## src/rtl/path_extension_rewrite_top_assert.svh

```systemverilog
`ifndef PATH_EXTENSION_REWRITE_TOP_ASSERT_SVH
`define PATH_EXTENSION_REWRITE_TOP_ASSERT_SVH

// same-cycle implication, checked outside reset
`define PXR_ASSERT_NOW(label, ante, cons) \
  label: assert property (@(posedge clk) disable iff (rst) (ante) |-> (cons)) \
    else $error("pxr check failed");

// next-cycle implication, checked outside reset
`define PXR_ASSERT_NEXT(label, ante, cons) \
  label: assert property (@(posedge clk) disable iff (rst) (ante) |=> (cons)) \
    else $error("pxr check failed");

`endif

```

## src/rtl/pxr_pkg.sv

```systemverilog
package pxr_pkg;

  localparam int WinDepth = 4;
  localparam int MaxOut   = 5;

  typedef logic [7:0] byte_t;
  typedef logic [2:0] fill_t;
  typedef byte_t [WinDepth-1:0] win_t;

  typedef struct packed {
    byte_t [MaxOut-1:0] bytes;
    fill_t              count;
    logic               has_last;
  } req_t;

  localparam byte_t ChDot   = 8'h2E;
  localparam byte_t ChSlash = 8'h2F;
  localparam byte_t ChBack  = 8'h5C;
  localparam byte_t ChC     = 8'h63;
  localparam byte_t ChO     = 8'h6F;
  localparam byte_t ChM     = 8'h6D;
  localparam byte_t ChE     = 8'h65;
  localparam byte_t ChX     = 8'h78;
  localparam byte_t ChD     = 8'h64;
  localparam byte_t ChL     = 8'h6C;
  localparam byte_t ChS     = 8'h73;
  localparam byte_t ChH     = 8'h68;
  localparam byte_t ChZero  = 8'h30;
  localparam byte_t ChOne   = 8'h31;
  localparam byte_t ChThree = 8'h33;
  localparam byte_t ChFive  = 8'h35;

  localparam fill_t FillFull = 3'd4;
  localparam fill_t FillSh   = 3'd3;

  function automatic win_t rewrite_tail(win_t w, fill_t fill);
    win_t r;
    r = w;
    if (fill == FillFull && w[0] == ChDot && w[1] == ChC && w[2] == ChO && w[3] == ChM) begin
      r[2] = ChZero;
    end else if (fill == FillFull && w[0] == ChDot && w[1] == ChE && w[2] == ChX &&
                 w[3] == ChE) begin
      r[3] = ChThree;
    end else if (fill == FillFull && w[0] == ChDot && w[1] == ChD && w[2] == ChL &&
                 w[3] == ChL) begin
      r[3] = ChOne;
    end else if (fill == FillSh && w[0] == ChDot && w[1] == ChS && w[2] == ChH) begin
      r[1] = ChFive;
    end else if (fill == FillFull && w[1] == ChDot && w[2] == ChS && w[3] == ChH) begin
      r[2] = ChFive;
    end
    return r;
  endfunction

endpackage

```

## src/rtl/pxr_front.sv

```systemverilog
module pxr_front (
  input  logic          clk,
  input  logic          rst,
  input  logic          push,
  input  pxr_pkg::byte_t path_byte,
  input  logic          end_of_path,
  input  logic          q_full,
  output logic          enq,
  output pxr_pkg::req_t enq_req
);

  pxr_pkg::win_t  tail_window;
  pxr_pkg::fill_t window_fill;
  pxr_pkg::win_t  w1, w2, w3;
  pxr_pkg::fill_t f2;
  logic           accept, is_sep;

  assign accept = push && !q_full;
  assign is_sep = (path_byte == pxr_pkg::ChSlash) || (path_byte == pxr_pkg::ChBack);

  always_comb begin
    w1 = is_sep ? pxr_pkg::rewrite_tail(tail_window, window_fill) : tail_window;
    w2 = w1;
    f2 = window_fill + 3'd1;
    if (window_fill == pxr_pkg::FillFull) begin
      w2 = {path_byte, w1[3], w1[2], w1[1]};
      f2 = pxr_pkg::FillFull;
    end else begin
      w2[window_fill[1:0]] = path_byte;
    end
    w3 = pxr_pkg::rewrite_tail(w2, f2);

    enq_req          = '0;
    enq_req.has_last = end_of_path;
    if (window_fill == pxr_pkg::FillFull) begin
      enq_req.bytes[0] = w1[0];
      if (end_of_path) begin
        enq_req.bytes[4:1] = w3;
        enq_req.count      = 3'd5;
      end else begin
        enq_req.count = 3'd1;
      end
    end else begin
      enq_req.bytes[3:0] = w3;
      enq_req.count      = f2;
    end
    enq = accept && ((window_fill == pxr_pkg::FillFull) || end_of_path);
  end

  always_ff @(posedge clk) begin
    if (rst) begin
      window_fill <= '0;
    end else if (accept) begin
      window_fill <= end_of_path ? 3'd0 : f2;
    end
  end

  always_ff @(posedge clk) begin
    if (accept) begin
      tail_window <= w2;
    end
  end

endmodule

```

## src/rtl/pxr_queue.sv

```systemverilog
module pxr_queue #(
  parameter int DEPTH = 4
) (
  input  logic          clk,
  input  logic          rst,
  input  logic          enq,
  input  pxr_pkg::req_t enq_req,
  output logic          q_full,
  input  logic          deq,
  output pxr_pkg::req_t head,
  output logic          q_empty
);

  localparam int AW = (DEPTH > 1) ? $clog2(DEPTH) : 1;
  localparam int CW = $clog2(DEPTH + 1);

  pxr_pkg::req_t mem [DEPTH];
  logic [AW-1:0] wr_ptr, rd_ptr;
  logic [CW-1:0] count;

  assign q_full  = (count == CW'(DEPTH));
  assign q_empty = (count == '0);
  assign head    = mem[rd_ptr];

  always_ff @(posedge clk) begin
    if (rst) begin
      wr_ptr <= '0;
      rd_ptr <= '0;
      count  <= '0;
    end else begin
      if (enq) begin
        wr_ptr <= (wr_ptr == AW'(DEPTH - 1)) ? '0 : wr_ptr + 1'b1;
      end
      if (deq) begin
        rd_ptr <= (rd_ptr == AW'(DEPTH - 1)) ? '0 : rd_ptr + 1'b1;
      end
      if (enq && !deq) begin
        count <= count + 1'b1;
      end else if (deq && !enq) begin
        count <= count - 1'b1;
      end
    end
  end

  always_ff @(posedge clk) begin
    if (enq) begin
      mem[wr_ptr] <= enq_req;
    end
  end

endmodule

```

## src/rtl/pxr_back.sv

```systemverilog
module pxr_back (
  input  logic          clk,
  input  logic          rst,
  input  pxr_pkg::req_t head,
  input  logic          q_empty,
  output logic          deq,
  output logic          empty,
  input  logic          pop,
  output pxr_pkg::byte_t out_byte,
  output logic          last_out
);

  pxr_pkg::fill_t idx;
  logic           out_valid, load, last_idx;

  assign empty    = !out_valid;
  assign load     = !out_valid || pop;
  assign last_idx = (idx == head.count - 3'd1);
  assign deq      = load && !q_empty && last_idx;

  always_ff @(posedge clk) begin
    if (rst) begin
      out_valid <= 1'b0;
      idx       <= '0;
    end else if (load) begin
      out_valid <= !q_empty;
      if (!q_empty) begin
        idx <= last_idx ? 3'd0 : idx + 3'd1;
      end
    end
  end

  always_ff @(posedge clk) begin
    if (load && !q_empty) begin
      out_byte <= head.bytes[idx];
      last_out <= head.has_last && last_idx;
    end
  end

endmodule

```

## src/rtl/path_extension_rewrite_top.sv

```systemverilog
// channel   handshake     payload
// input     push / full   path_byte[7:0], end_of_path
// result    pop / empty   out_byte[7:0], last_out
//
// one byte per cycle in unless full, out when popped; a result passes the
// queue and result register after a byte pushes it out of the four-byte window
// the last byte of a path flushes up to five bytes, drained one per cycle
// by the result stage on pop; full rises only while the request queue is full
// rst is synchronous and clears window, queue and result stage
module path_extension_rewrite_top #(
  parameter int QUEUE_DEPTH = 4
) (
  input  logic       clk,
  input  logic       rst,
  input  logic       push,
  output logic       full,
  input  logic [7:0] path_byte,
  input  logic       end_of_path,
  input  logic       pop,
  output logic       empty,
  output logic [7:0] out_byte,
  output logic       last_out
);

  `include "path_extension_rewrite_top_assert.svh"

  logic          enq, deq, q_full, q_empty;
  pxr_pkg::req_t enq_req, head;

  assign full = q_full;

  pxr_front u_front (
    .clk         (clk),
    .rst         (rst),
    .push        (push),
    .path_byte   (path_byte),
    .end_of_path (end_of_path),
    .q_full      (q_full),
    .enq         (enq),
    .enq_req     (enq_req)
  );

  pxr_queue #(.DEPTH(QUEUE_DEPTH)) u_queue (
    .clk     (clk),
    .rst     (rst),
    .enq     (enq),
    .enq_req (enq_req),
    .q_full  (q_full),
    .deq     (deq),
    .head    (head),
    .q_empty (q_empty)
  );

  pxr_back u_back (
    .clk      (clk),
    .rst      (rst),
    .head     (head),
    .q_empty  (q_empty),
    .deq      (deq),
    .empty    (empty),
    .pop      (pop),
    .out_byte (out_byte),
    .last_out (last_out)
  );

  `PXR_ASSERT_NOW(a_no_enq_when_full, q_full, !enq)
  `PXR_ASSERT_NOW(a_no_deq_when_empty, q_empty, !deq)
  `PXR_ASSERT_NEXT(a_flush_queued, push && !full && end_of_path, !q_empty)

endmodule
```

## config.mk

```make
export PLATFORM = sky130hd
export DESIGN_NAME = path_extension_rewrite_top
export DESIGN_NICKNAME = d
export VERILOG_FILES = /design/src/rtl/pxr_pkg.sv /design/src/rtl/pxr_front.sv /design/src/rtl/pxr_queue.sv /design/src/rtl/pxr_back.sv /design/src/rtl/path_extension_rewrite_top.sv
export VERILOG_INCLUDE_DIRS = /design/src /design/src/rtl
export SDC_FILE = /design/constraint.sdc
export NUM_CORES = 1
export LEC_CHECK = 0
export ABC_AREA = 1
export BUFFER_PORTS_ARGS = -buffer_cell sky130_fd_sc_hd__buf_2
export CAP_MARGIN = 10
export CORE_MARGIN = 5
export CORE_UTILIZATION = 30
export CTS_CLUSTER_SIZE = 30
export DETAILED_ROUTE_END_ITERATION = 6
export PLACE_DENSITY = 0.58
export SLEW_MARGIN = 20
export SYNTH_ARGS = -nofsm -noshare
export SYNTH_HDL_FRONTEND = slang
export SYNTH_SLANG_ARGS = --single-unit
export TNS_END_PERCENT = 100
```

## constraint.sdc

```tcl
create_clock -name clk -period 6.35 [get_ports clk]
set_clock_uncertainty 0.2 [all_clocks]
set_input_delay 1.905 -clock clk [delete_from_list [all_inputs] [get_ports clk]]
set_output_delay 1.905 -clock clk [all_outputs]
set_load 0.005 [all_outputs]
```

==> results of run 1 <==
cell usage after synthesis, types with 9 or more instances:
master	instances	area, µm²
dfxtp_1	16	320
nand3_1	66	330
o21ai_0	134	671
clkbuf_1	37	139
inv_1	79	297
a21oi_1	38	190
nand2_1	160	601
nor2_2	15	93.8
nand4_1	13	81.3
o22ai_1	29	181
o221ai_1	12	105
edfxtp_1	217	6520
inv_2	18	67.6
nand3_2	9	90.1
nor2_1	178	668
nand2_2	20	125
ha_1	13	163
state kept, by name, summed over array words and instances, names as in the netlist, named ones only:
register	cells
u_queue.mem	176
u_front.tail_window	32
u_back.out_byte	8
u_back.idx	3
u_front.window_fill	3
u_queue.count	3
u_queue.rd_ptr	2
u_queue.wr_ptr	2
u_back.last_out	1
u_back.out_valid	1
final cells by class:
| type | instances | share of cell area (%) |
|---|---|---|
| Sequential cell | 233 | 52.6 |
| Multi-Input combinational cell | 763 | 31.0 |
| Clock buffer | 31 | 5.32 |
| Tap cell | 511 | 4.92 |
| Inverter | 100 | 2.91 |
| Timing Repair Buffer | 39 | 1.81 |
| Clock inverter | 16 | 1.44 |
logic make-up after synthesis:
group                    after synthesis  share of synthesized area, %
AO/OA/AOI/OAI                        255                          12.9
buffers and inverters                151                          5.29
adder cells (fa/ha/maj)               14                          1.60
AND/OR/NAND/NOR                      491                          20.2
flip-flops                           233                          59.8
XOR/XNOR                               3                         0.230
power by group through the flow:
stage	Combinational (µW)	Clock, µW	Sequential (µW)
3_5_place_dp	1990	0	2290
6_report	1990	1540	2260
2_1_floorplan	1350	0	2210
5_1_grt	2220	1630	2290
4_1_cts	2000	1570	2260
3_3_place_gp	1960	0	2290
metal layers:
metal  GRT usage (%)  wire, µm  vias up
li1                -         -     4054
met1            19.7     13700     4085
met2            24.2     15000      226
met3            2.08      1520       45
met4            4.81       930        0
met5               0         0        -
per-stage QoR:
step           utilization (%)  setup TNS [ps]
2_1_floorplan                -          -40330
3_3_place_gp              32.2               0
3_5_place_dp              32.2               0
4_1_cts                   34.5               0
5_1_grt                   34.5               0
6_report                  34.5               0
path summary, 6_finish.rpt:
| path | startpoint | slack (ps) | cells after the start | endpoint |
|---|---|---|---|---|
| max | u_front.window_fill[0] | 1910 | 16 | u_queue.mem[2][36] |
| min | u_queue.count[2] | 300 | 2 | u_queue.count[2] |
| max reg2reg | u_front.window_fill[0] | 1910 | 16 | u_queue.mem[2][36] |
| min reg2reg | u_queue.count[2] | 300 | 2 | u_queue.count[2] |
worst max-delay path, cell delays in order, from the launching register on:
cell     delay [ps]
dfxtp_1         370
inv_1           120
ha_1            650
nand2_4         330
inv_4           460
nand3_2         200
nor2_2          180
nand3_2         320
nand3_1         200
nand2_1          70
nand2_1         140
nand3_1         110
nor2_1          120
nand2_1          80
nor2_2          140
nand3_4         130
a21oi_1         350
==> flow_metrics.env, run 1 <==
export IMPL_synth_area_um2=11400
export IMPL_die_area_um2=42100
export IMPL_p_seq_share_pct=39.1
export IMPL_timing_max_cap_violations=0
export IMPL_nets=1190
export IMPL_cts_buffers=26
export IMPL_ir_worst_vdd_uv=200
export IMPL_yosysSeqAreaShare_pct=59.8
export IMPL_cts_sinks=233
export IMPL_power_density_nw_per_um2=446
export IMPL_ys_types=49
export IMPL_fin_area_um2=13000
export IMPL_clockBufferDepth=3
export IMPL_ios=24
export IMPL_port_buffers=23
export IMPL_regArea_um2=6840
export IMPL_grt_pass1_wl_um=48100
export IMPL_yosys_most_used_dff="edfxtp_1"
export IMPL_drv_slew=0
export IMPL_track_usage_pct=14.5
export IMPL_postRouteAntennaNets=0
export IMPL_max_freq_ghz=0.225
export IMPL_worst_setup_path_type="reg -> reg"
export IMPL_start_util_pct=30.3
export IMPL_cp_data_arrival_time_ps=4520
export IMPL_rsz0062_at_grt="no"
export IMPL_crit_path_end_kind="flop"
export IMPL_start_kind="flop"
export IMPL_diodes=0
export IMPL_cts_tree="built"
export IMPL_p_clk_share_pct=26.5
export IMPL_cts_resized_gates=0
export IMPL_dr_total_vias=8410
export IMPL_grt_max_degree=65
export IMPL_nFillCells=3820
export IMPL_path_max_fanout=41
export IMPL_netlist_instances=1147
export IMPL_gp_congestion=0.912
export IMPL_synthToLayoutAreaGrowth_pct=13.7
export IMPL_period_needed_ps=4440
export IMPL_status="finished clean"
export IMPL_synth_edff_count=217
export IMPL_mostFrequentLayoutCell="edfxtp_1"
export IMPL_relSlewSlack_pct=38.6
export IMPL_drtIter0Drc=795
export IMPL_place_area_um2=12100
export IMPL_switchingPower_uw=2200
export IMPL_totalWireLength_um=31200
export IMPL_fp_dieH_um=205
export IMPL_clkTransAtPathRegs_ps=60
export IMPL_hold_viol_final=0
export IMPL_grt_pass1_vias=8095
export IMPL_critical_path_required_ps=6430
export IMPL_grt_antenna_before_repair=0
export IMPL_htree_num_levels=1
export IMPL_post_drt_wl_per_cell_um=18.4
export IMPL_hold_buffers=0
export IMPL_drt_pre_antenna_iters=5
export IMPL_async_reset_ff_share_pct=0
export IMPL_final_cell_mix="edfxtp_1, nor2_1, nand2_1, o21ai_0, inv_1"
export IMPL_drive_gt1_share_pct=14.8
export IMPL_die_w_um=205
export IMPL_fp_row_count=71
export IMPL_syn_num_nets=1174
export IMPL_multi_input_area_um2=4020
export IMPL_setup_ws_ps=1910
export IMPL_hp_class="reg -> reg"
export IMPL_cts_post_setup_buffers_inserted=0
export IMPL_clk_latency_ps=530
export IMPL_fin_crit_sh_pct=69.9
export IMPL_dp_cells=1646
export IMPL_drc=0
export IMPL_synth_avg_cell_area_um2=9.96
export IMPL_setup_violations=0
export IMPL_intPower_uw=3590
export IMPL_cts_root_buf="clkbuf_16"
export IMPL_grt_overflow_total=0
export IMPL_fin_cells=1693
export IMPL_core_um2=37700
export IMPL_power_frac_comb_pct=34.4
export IMPL_total_power_uw=5790
export IMPL_tightest_slew_ps=919
export IMPL_yosysWarnings=0
export IMPL_routed_via_density=4.97
export IMPL_hpwlAfterDp_um=20900
export IMPL_fin_hold_ws_ps=300
export IMPL_ys_ff_latch=233
export IMPL_p_leak_uw=0.00470
export IMPL_swShare_pct=38.0
export IMPL_dp_slack_ps=1520
Power figures use the tool's default switching activity.
==> run 2, diff against run 1 <==
PLACE_DENSITY = 0.56   (was 0.58)
clock period = 4.45 ns   (was 6.35 ns; I/O delays follow)
==> run 2 against run 1 <==
Compared with the run above: first-iteration DRC count decreased by 7.8%; sequential share of layout area decreased by 0.42 points; total power increased by 43%; design area up 0.80%; largest cell class unchanged; highest routed layer unchanged.
==> flow_metrics.env, run 2 (synthesized netlist as in run 1, its figures left out) <==
export IMPL_status="finished clean"
export IMPL_relSlewSlack_pct=50.7
export IMPL_postRouteAntennaNets=0
export IMPL_rsz0062_at_grt="no"
export IMPL_clkTransAtPathRegs_ps=70
export IMPL_core_um2=37700
export IMPL_final_cell_mix="edfxtp_1, nor2_1, nand2_1, o21ai_0, inv_1"
export IMPL_path_max_fanout=8
export IMPL_port_buffers=23
export IMPL_setup_violations=0
export IMPL_start_kind="flop"
export IMPL_largest_registers="u_queue.mem (176), u_front.tail_window (32), u_back.out_byte (8)"
export IMPL_crit_path_end_kind="flop"
export IMPL_fp_dieH_um=205
export IMPL_p_seq_share_pct=38.7
export IMPL_cts_root_buf="clkbuf_16"
export IMPL_top_register="u_queue.mem"
export IMPL_critical_path_required_ps=4530
export IMPL_htree_num_levels=1
export IMPL_timing_max_cap_violations=0
export IMPL_grt_overflow_total=0
export IMPL_ir_worst_vdd_uv=270
export IMPL_swShare_pct=37.6
export IMPL_synthToLayoutAreaGrowth_pct=14.6
export IMPL_fin_crit_sh_pct=81.4
export IMPL_p_leak_uw=0.00476
export IMPL_cts_resized_gates=0
export IMPL_power_frac_comb_pct=35.2
export IMPL_die_w_um=205
export IMPL_fp_row_count=71
export IMPL_drt_pre_antenna_iters=5
export IMPL_routed_via_density=4.96
export IMPL_cp_data_arrival_time_ps=3710
export IMPL_post_drt_wl_per_cell_um=18.4
export IMPL_p_clk_share_pct=26.1
export IMPL_hold_viol_final=0
export IMPL_ios=24
export IMPL_hp_class="reg -> reg"
export IMPL_largest_reg_flops=176
export IMPL_cts_tree="built"
export IMPL_hpwlAfterDp_um=21500
export IMPL_gp_congestion=0.930
export IMPL_clockBufferDepth=3
export IMPL_intPower_uw=5150
export IMPL_nFillCells=3830
export IMPL_mostFrequentLayoutCell="edfxtp_1"
export IMPL_cts_buffers=24
export IMPL_cts_post_setup_buffers_inserted=0
export IMPL_fin_cells=1701
export IMPL_grt_pass1_wl_um=48700
export IMPL_track_usage_pct=14.8
export IMPL_grt_pass1_vias=8256
export IMPL_start_util_pct=30.3
export IMPL_diodes=0
export IMPL_clk_latency_ps=520
export IMPL_dp_cells=1658
export IMPL_worst_setup_path_type="reg -> reg"
export IMPL_drv_slew=0
export IMPL_switchingPower_uw=3110
export IMPL_drtIter0Drc=733
export IMPL_cts_sinks=233
export IMPL_totalWireLength_um=31200
export IMPL_nets=1200
export IMPL_die_area_um2=42100
export IMPL_drive_gt1_share_pct=15.7
export IMPL_final_util_pct=34.8
export IMPL_drc=0
export IMPL_grt_antenna_before_repair=0
export IMPL_max_freq_ghz=0.276
export IMPL_dr_total_vias=8439
export IMPL_period_needed_ps=3620
export IMPL_grt_max_degree=67
export IMPL_tightest_slew_ps=732
export IMPL_hold_buffers=0
export IMPL_power_density_nw_per_um2=631
-- run 2: layout make-up --
type	instances	area, µm²	area share (%)
Tap cell	511	639	4.88
Multi-Input combinational cell	763	4030	30.7
Sequential cell	233	6840	52.2
Clock inverter	13	205	1.57
Inverter	100	378	2.89
Clock buffer	30	644	4.92
Timing Repair Buffer	51	363	2.77
-- run 2: worst max-delay path, stage by stage (launching register included) --
cell and delay, ps:
dfxtp_1 430, ha_1 460, ha_1 230, inv_1 90, nor3_1 200, nand3_1 90, nor2_1 160, nand3_2 110
nand3_1 130, nand3_1 90, nor2_1 280, nand3b_1 230, nor2_2 200, nand3_4 130, a21oi_1 350
-- run 2: metrics by stage --
step / power (µW) / worst slack, ps / instance area, µm² / hold slack (ps) / setup TNS [ps]
after floorplan: 5090 / -243 / 11400 / 264 / -42690
after global placement: 6130 / 338 / 12200 / 300 / 0
after detailed placement: 6160 / 312 / 12200 / 305 / 0
after CTS: 8340 / 812 / 13100 / 315 / 0
after global routing: 8780 / 574 / 13100 / 356 / 0
final: 8260 / 827 / 13100 / 313 / 0
-- run 2: worst paths after layout --
check                         startpoint                  to  slack, ps  cells past startpoint
setup / recovery  u_front.window_fill[0]  u_queue.mem[0][36]        830                     14
hold / removal          u_queue.count[1]    u_queue.count[1]        310                      2
setup reg to reg  u_front.window_fill[0]  u_queue.mem[0][36]        830                     14
hold reg to reg         u_queue.count[1]    u_queue.count[1]        310                      2
-- run 2: routing by layer --
metal	vias to the layer above	share of wire (%)	track usage, %
li1	4075	-	-
met5	-	0	0
met4	0	3.6	5.29
met3	57	4.8	1.64
met1	4067	44	20.1
met2	240	48	24.6
-- run 2: power by group through the flow --
stage	Clock (µW)	Sequential [µW]	Combinational, µW
finish	2160	3200	2900
global route	2310	3230	3240
CTS	2220	3200	2930
detailed placement	0	3240	2920
global placement	0	3240	2890
floorplan	0	3150	1930
